File: src/design/lfu_ram.sv
// Generic single-write, single-read RAM with registered read data.
module lfu_ram #(
  parameter int W  = 8,
  parameter int D  = 64,
  parameter int AW = 6
) (
  input  logic          clk,
  input  logic          we,
  input  logic [AW-1:0] waddr,
  input  logic [W-1:0]  wdata,
  input  logic          re,
  input  logic [AW-1:0] raddr,
  output logic [W-1:0]  rdata
);
  logic [W-1:0] mem [D];

  always_ff @(posedge clk) begin
    if (we) begin
      mem[waddr] <= wdata;
    end
    if (re) begin
      rdata <= mem[raddr];
    end
  end
endmodule

File: config.mk
export PLATFORM = sky130hd
export DESIGN_NAME = lfu_ram
export DESIGN_NICKNAME = d
export VERILOG_FILES = /design/src/design/lfu_ram.sv
export SDC_FILE = /design/constraint.sdc
export NUM_CORES = 1
export LEC_CHECK = 0
export BUFFER_PORTS_ARGS = -buffer_cell sky130_fd_sc_hd__buf_2
export CAP_MARGIN = 5
export CORE_ASPECT_RATIO = 1.5
export CORE_UTILIZATION = 59
export CTS_BUF_LIST = sky130_fd_sc_hd__clkbuf_8
export DETAILED_ROUTE_END_ITERATION = 6
export PLACE_DENSITY = 0.83
export SLEW_MARGIN = 20
export SYNTH_ARGS = -nofsm -noshare
export SYNTH_HDL_FRONTEND = slang
export SYNTH_SLANG_ARGS = --single-unit
File: constraint.sdc
create_clock -name clk -period 2.7 [get_ports clk]
set_input_delay 0.81 -clock clk [delete_from_list [all_inputs] [get_ports clk]]
set_output_delay 0.81 -clock clk [all_outputs]
set_load 0.02 [all_outputs]
==> reports/qor_table.md <==
| Result | This run | Unit |
| --- | --- | --- |
| # DRC | 0 | - |
| Number of global-route vias before repair | 11.1k | - |
| Slew at the pin closest to its max-slew limit | 0.823 | ns |
| Placeable core area | 33500 | sq um |
| Stage delay of the slowest cell on the critical path | 0.54 | ns |
| Share of post-route cells with drive strength above 1 | 35.3 | % |
| Peak supply drop | 0.385 | mV |
| Mean instance size in the synthesized netlist | 21.5 | sq um |
| Post-CTS repair timing setup buffer count | 0 | - |
| Share of the clock period used by the worst path after layout | 92.5 | % |
| Predominant post-synthesis flop cell | sky130_fd_sc_hd__edfxtp_1 | - |
| Global-route total usage across every layer | 27.7 | % |
| Sequential share of the synthesized area | 77.1 | % |
| # Max-Cap Violations | 0 | - |
| Most used cell, CP | sky130_fd_sc_hd__mux4_2 | - |
| Number of antenna violations at the first check in global routing | 0 | - |
| Die H | 229 | um |
| Number of cells on the worst reg-to-reg path | 5 | - |
| Number of slew-limit violations in the final report | 0 | - |
| Number of nets produced by synthesis | 963 | - |
| Global route overflow | 0 | - |
| Gpl congestion | 0.875 | - |
| I/O Pins | 31 | - |
| Reg clk slew, reported paths | 0.07 | ns |
| CP Data Required Time | 3.10 | ns |
| Highest Clock Rate | 400 | MHz |
| Final critical delay including setup and external delays | 2.50 | ns |
| Yosys top cell area share | 77.1 | % |
| Top cells by count, synth | 520 x sky130_fd_sc_hd__edfxtp_1, 126 x sky130_fd_sc_hd__mux4_2, 83 x sky130_fd_sc_hd__nor2_1 | - |
| Normalized max-slew margin | 45.2 | % |
| Final net count | 1174 | - |
| Final HPWL DP | 30400 | um |
| DR vias | 10.5k | - |
| Data arrival time of the critical path | 2.89 | ns |
| Worst clock skew | 0.0468 | ns |
| Detailed Route Iter0 Violations | 1179 | - |
| Floorplan die width | 153 | um |
| Leakage | 7.71 | nW |
| Number of hold violations in the final report | 0 | - |
| Post-synthesis sequential element count | 520 | - |
| Number of synthesized flops with an enable pin | 520 | - |
| Most frequent cell after synthesis | sky130_fd_sc_hd__edfxtp_1 | - |
| Max H-tree Level | 3 | - |
| TritonCTS buffer count | 72 | - |
| Final setup fails | 0 | - |
| 1st-pass router iterations | 6 | - |
| Library cell with the largest summed area after synthesis | sky130_fd_sc_hd__edfxtp_1 | - |
| Hold Path Stages | 1 | - |
| RSZ-0062 raised after global routing | no | - |
| Worst setup margin | 0.202 | ns |
| Worst min-delay path category | in2reg | - |
| Number of sinks handled by clock tree synthesis | 520 | - |
| Minimum setup slack after placement | -0.440 | ns |
| Crit path capture type | register | - |
| Warnings, synthesis | 0 | - |
| Hold EP | rdata[4] | - |
| Worst skew pair latency | 0.67 | ns |
| Async SR Flop Fraction | 0 | % |
| Placed Cells | 1497 | - |
| Clock tree from TritonCTS | done | - |
| Synth area leaders | sky130_fd_sc_hd__edfxtp_1 77%, sky130_fd_sc_hd__mux4_2 14%, sky130_fd_sc_hd__nor2_1 1.5% | - |
| Reg-to-reg startpoint | mem[16][6] | - |
| Synthesized cell area | 20200 | sq um |
| Slowest stage cell, crit path | sky130_fd_sc_hd__mux4_2 | - |
| Critical Path, Cell by Cell | clkbuf_8, buf_12, mux4_2, mux4_2, o21ai_0, nand2_1 | - |
| Area growth from synthesis to layout | 15.6 | % |
| Result of the run | completed | - |
| Clock Tree Buf Depth | 3 | - |
| Average wire per cell in the routed design | 28.3 | um |
| Power density relative to cell area | 668 | nW/um^2 |
| Initial core utilization | 60.3 | % |
| Port Buf Inserts | 30 | - |
| Critical path start-end classification | in2reg | - |
| Final WL | 45800 | um |
| Number of antenna-violating nets in the routed design | 0 | - |
| Number of filler instances in the final layout | 1909 | - |
| Worst R2R End | rdata[6] | - |
| Wire length of the first global-routing pass | 68600 | um |
| Largest net degree at the start of global routing | 65 | - |
| Ant diodes | 0 | - |
| Finished Layout Cells | 1619 | - |
| Mean number of vias per cell | 6.48 | - |
| Synthesized instance count | 940 | - |
| Register-to-register setup slack | 0.54 | ns |
| Resized cells post-CTS | 0 | - |
| Kind of start point of the critical path | primary input | - |
| Start point of the worst hold path | re | - |
| FF/Latch Area | 15600 | sq um |
| Area occupied by multi-input gates | 4320 | sq um |
| Setup_tns | 0 | ns |
| Highest fanout seen on the critical path | 18 | - |
| Cell Rows | 82 | - |
| Quantity of hold-fixing buffers added after cts | 0 | - |
| Distinct cell type count after synthesis | 39 | - |
| Die outline area | 35100 | sq um |
| Clock Root Buffer | sky130_fd_sc_hd__clkbuf_8 | - |
[sequential cells by signal (all words and copies together) (netlist names)]
signal / cells
mem: 512
rdata: 8
[where the power goes]
group          leakage [nW]  switching [mW]  internal, mW
combinational          2.30           0.553         0.406
clock                 0.725            2.79          2.91
sequential             4.69          0.0213          8.95
total                  7.71            3.37          12.3
[how the worst max path moves through the flow]
stage | from | slack (ns) | end
floorplan | raddr[1] | 0.08 | rdata[3]
global placement | raddr[0] | -0.41 | rdata[7]
detailed placement | raddr[0] | -0.44 | rdata[7]
CTS | raddr[0] | 0.26 | rdata[7]
global route | raddr[0] | 0.23 | rdata[7]
finish | raddr[0] | 0.20 | rdata[7]
[cells in the final DEF (no fill, tap or decap), types with 6 or more instances in the layout]
master	count
sky130_fd_sc_hd__mux2i_1	23
sky130_fd_sc_hd__clkinv_1	17
sky130_fd_sc_hd__mux4_2	126
sky130_fd_sc_hd__nand2b_1	7
sky130_fd_sc_hd__nand2_1	19
sky130_fd_sc_hd__buf_4	139
sky130_fd_sc_hd__inv_1	11
sky130_fd_sc_hd__nor3_1	7
sky130_fd_sc_hd__clkinv_2	11
sky130_fd_sc_hd__nor2b_1	14
sky130_fd_sc_hd__a221oi_1	6
sky130_fd_sc_hd__clkbuf_8	78
sky130_fd_sc_hd__buf_2	27
sky130_fd_sc_hd__nor2_1	83
sky130_fd_sc_hd__o22ai_1	8
sky130_fd_sc_hd__o221ai_1	8
sky130_fd_sc_hd__edfxtp_1	520
sky130_fd_sc_hd__nand3_1	13
sky130_fd_sc_hd__mux2_2	13
sky130_fd_sc_hd__buf_12	21
[metrics by stage]
stage	area [sq um]	hold WS, ns	util, %	total power, mW
finish	23400	0.524	69.8	15.6
detailed placement	22100	0.939	65.8	10.1
global route	23400	0.513	69.8	16.1
global placement	22100	0.907	65.8	10.1
floorplan	20200	0.797	-	9.63
CTS	23400	0.500	69.8	15.7
[cell families after synthesis]
family / count (synthesis) / share of synthesized area (%)
compound gates: 54 / 2.06
mux: 162 / 15.9
simple gates: 153 / 3.37
flops: 520 / 77.1
buf+inv: 51 / 1.56
[critical path, delay by kind of cell]
family | cells | cell delay (ns)
muxes | 2 | 1.07
and+or+nand+nor | 1 | 0.12
buffers and inverters | 2 | 0.49
AOI/OAI and AO/OA | 1 | 0.39
[area by class of cell]
class                      count  share of cell area [%]
clock buffer                  77                    4.53
clock inverter                45                    1.17
multi-input combinational    369                    18.4
sequential                   520                    66.7
tap                          420                    2.25
timing repair buffer         188                    6.89
[layer usage]
metal / share of wire, % / global-route usage (%) / up-vias
met5: 0 / 0 / -
met4: 4.4 / 14.4 / 0
met3: 8.2 / 5.67 / 133
met2: 53 / 48.0 / 609
met1: 34 / 32.8 / 5403
li1: - / - / 4353
Note: power is estimated with default switching activity, not from simulation.
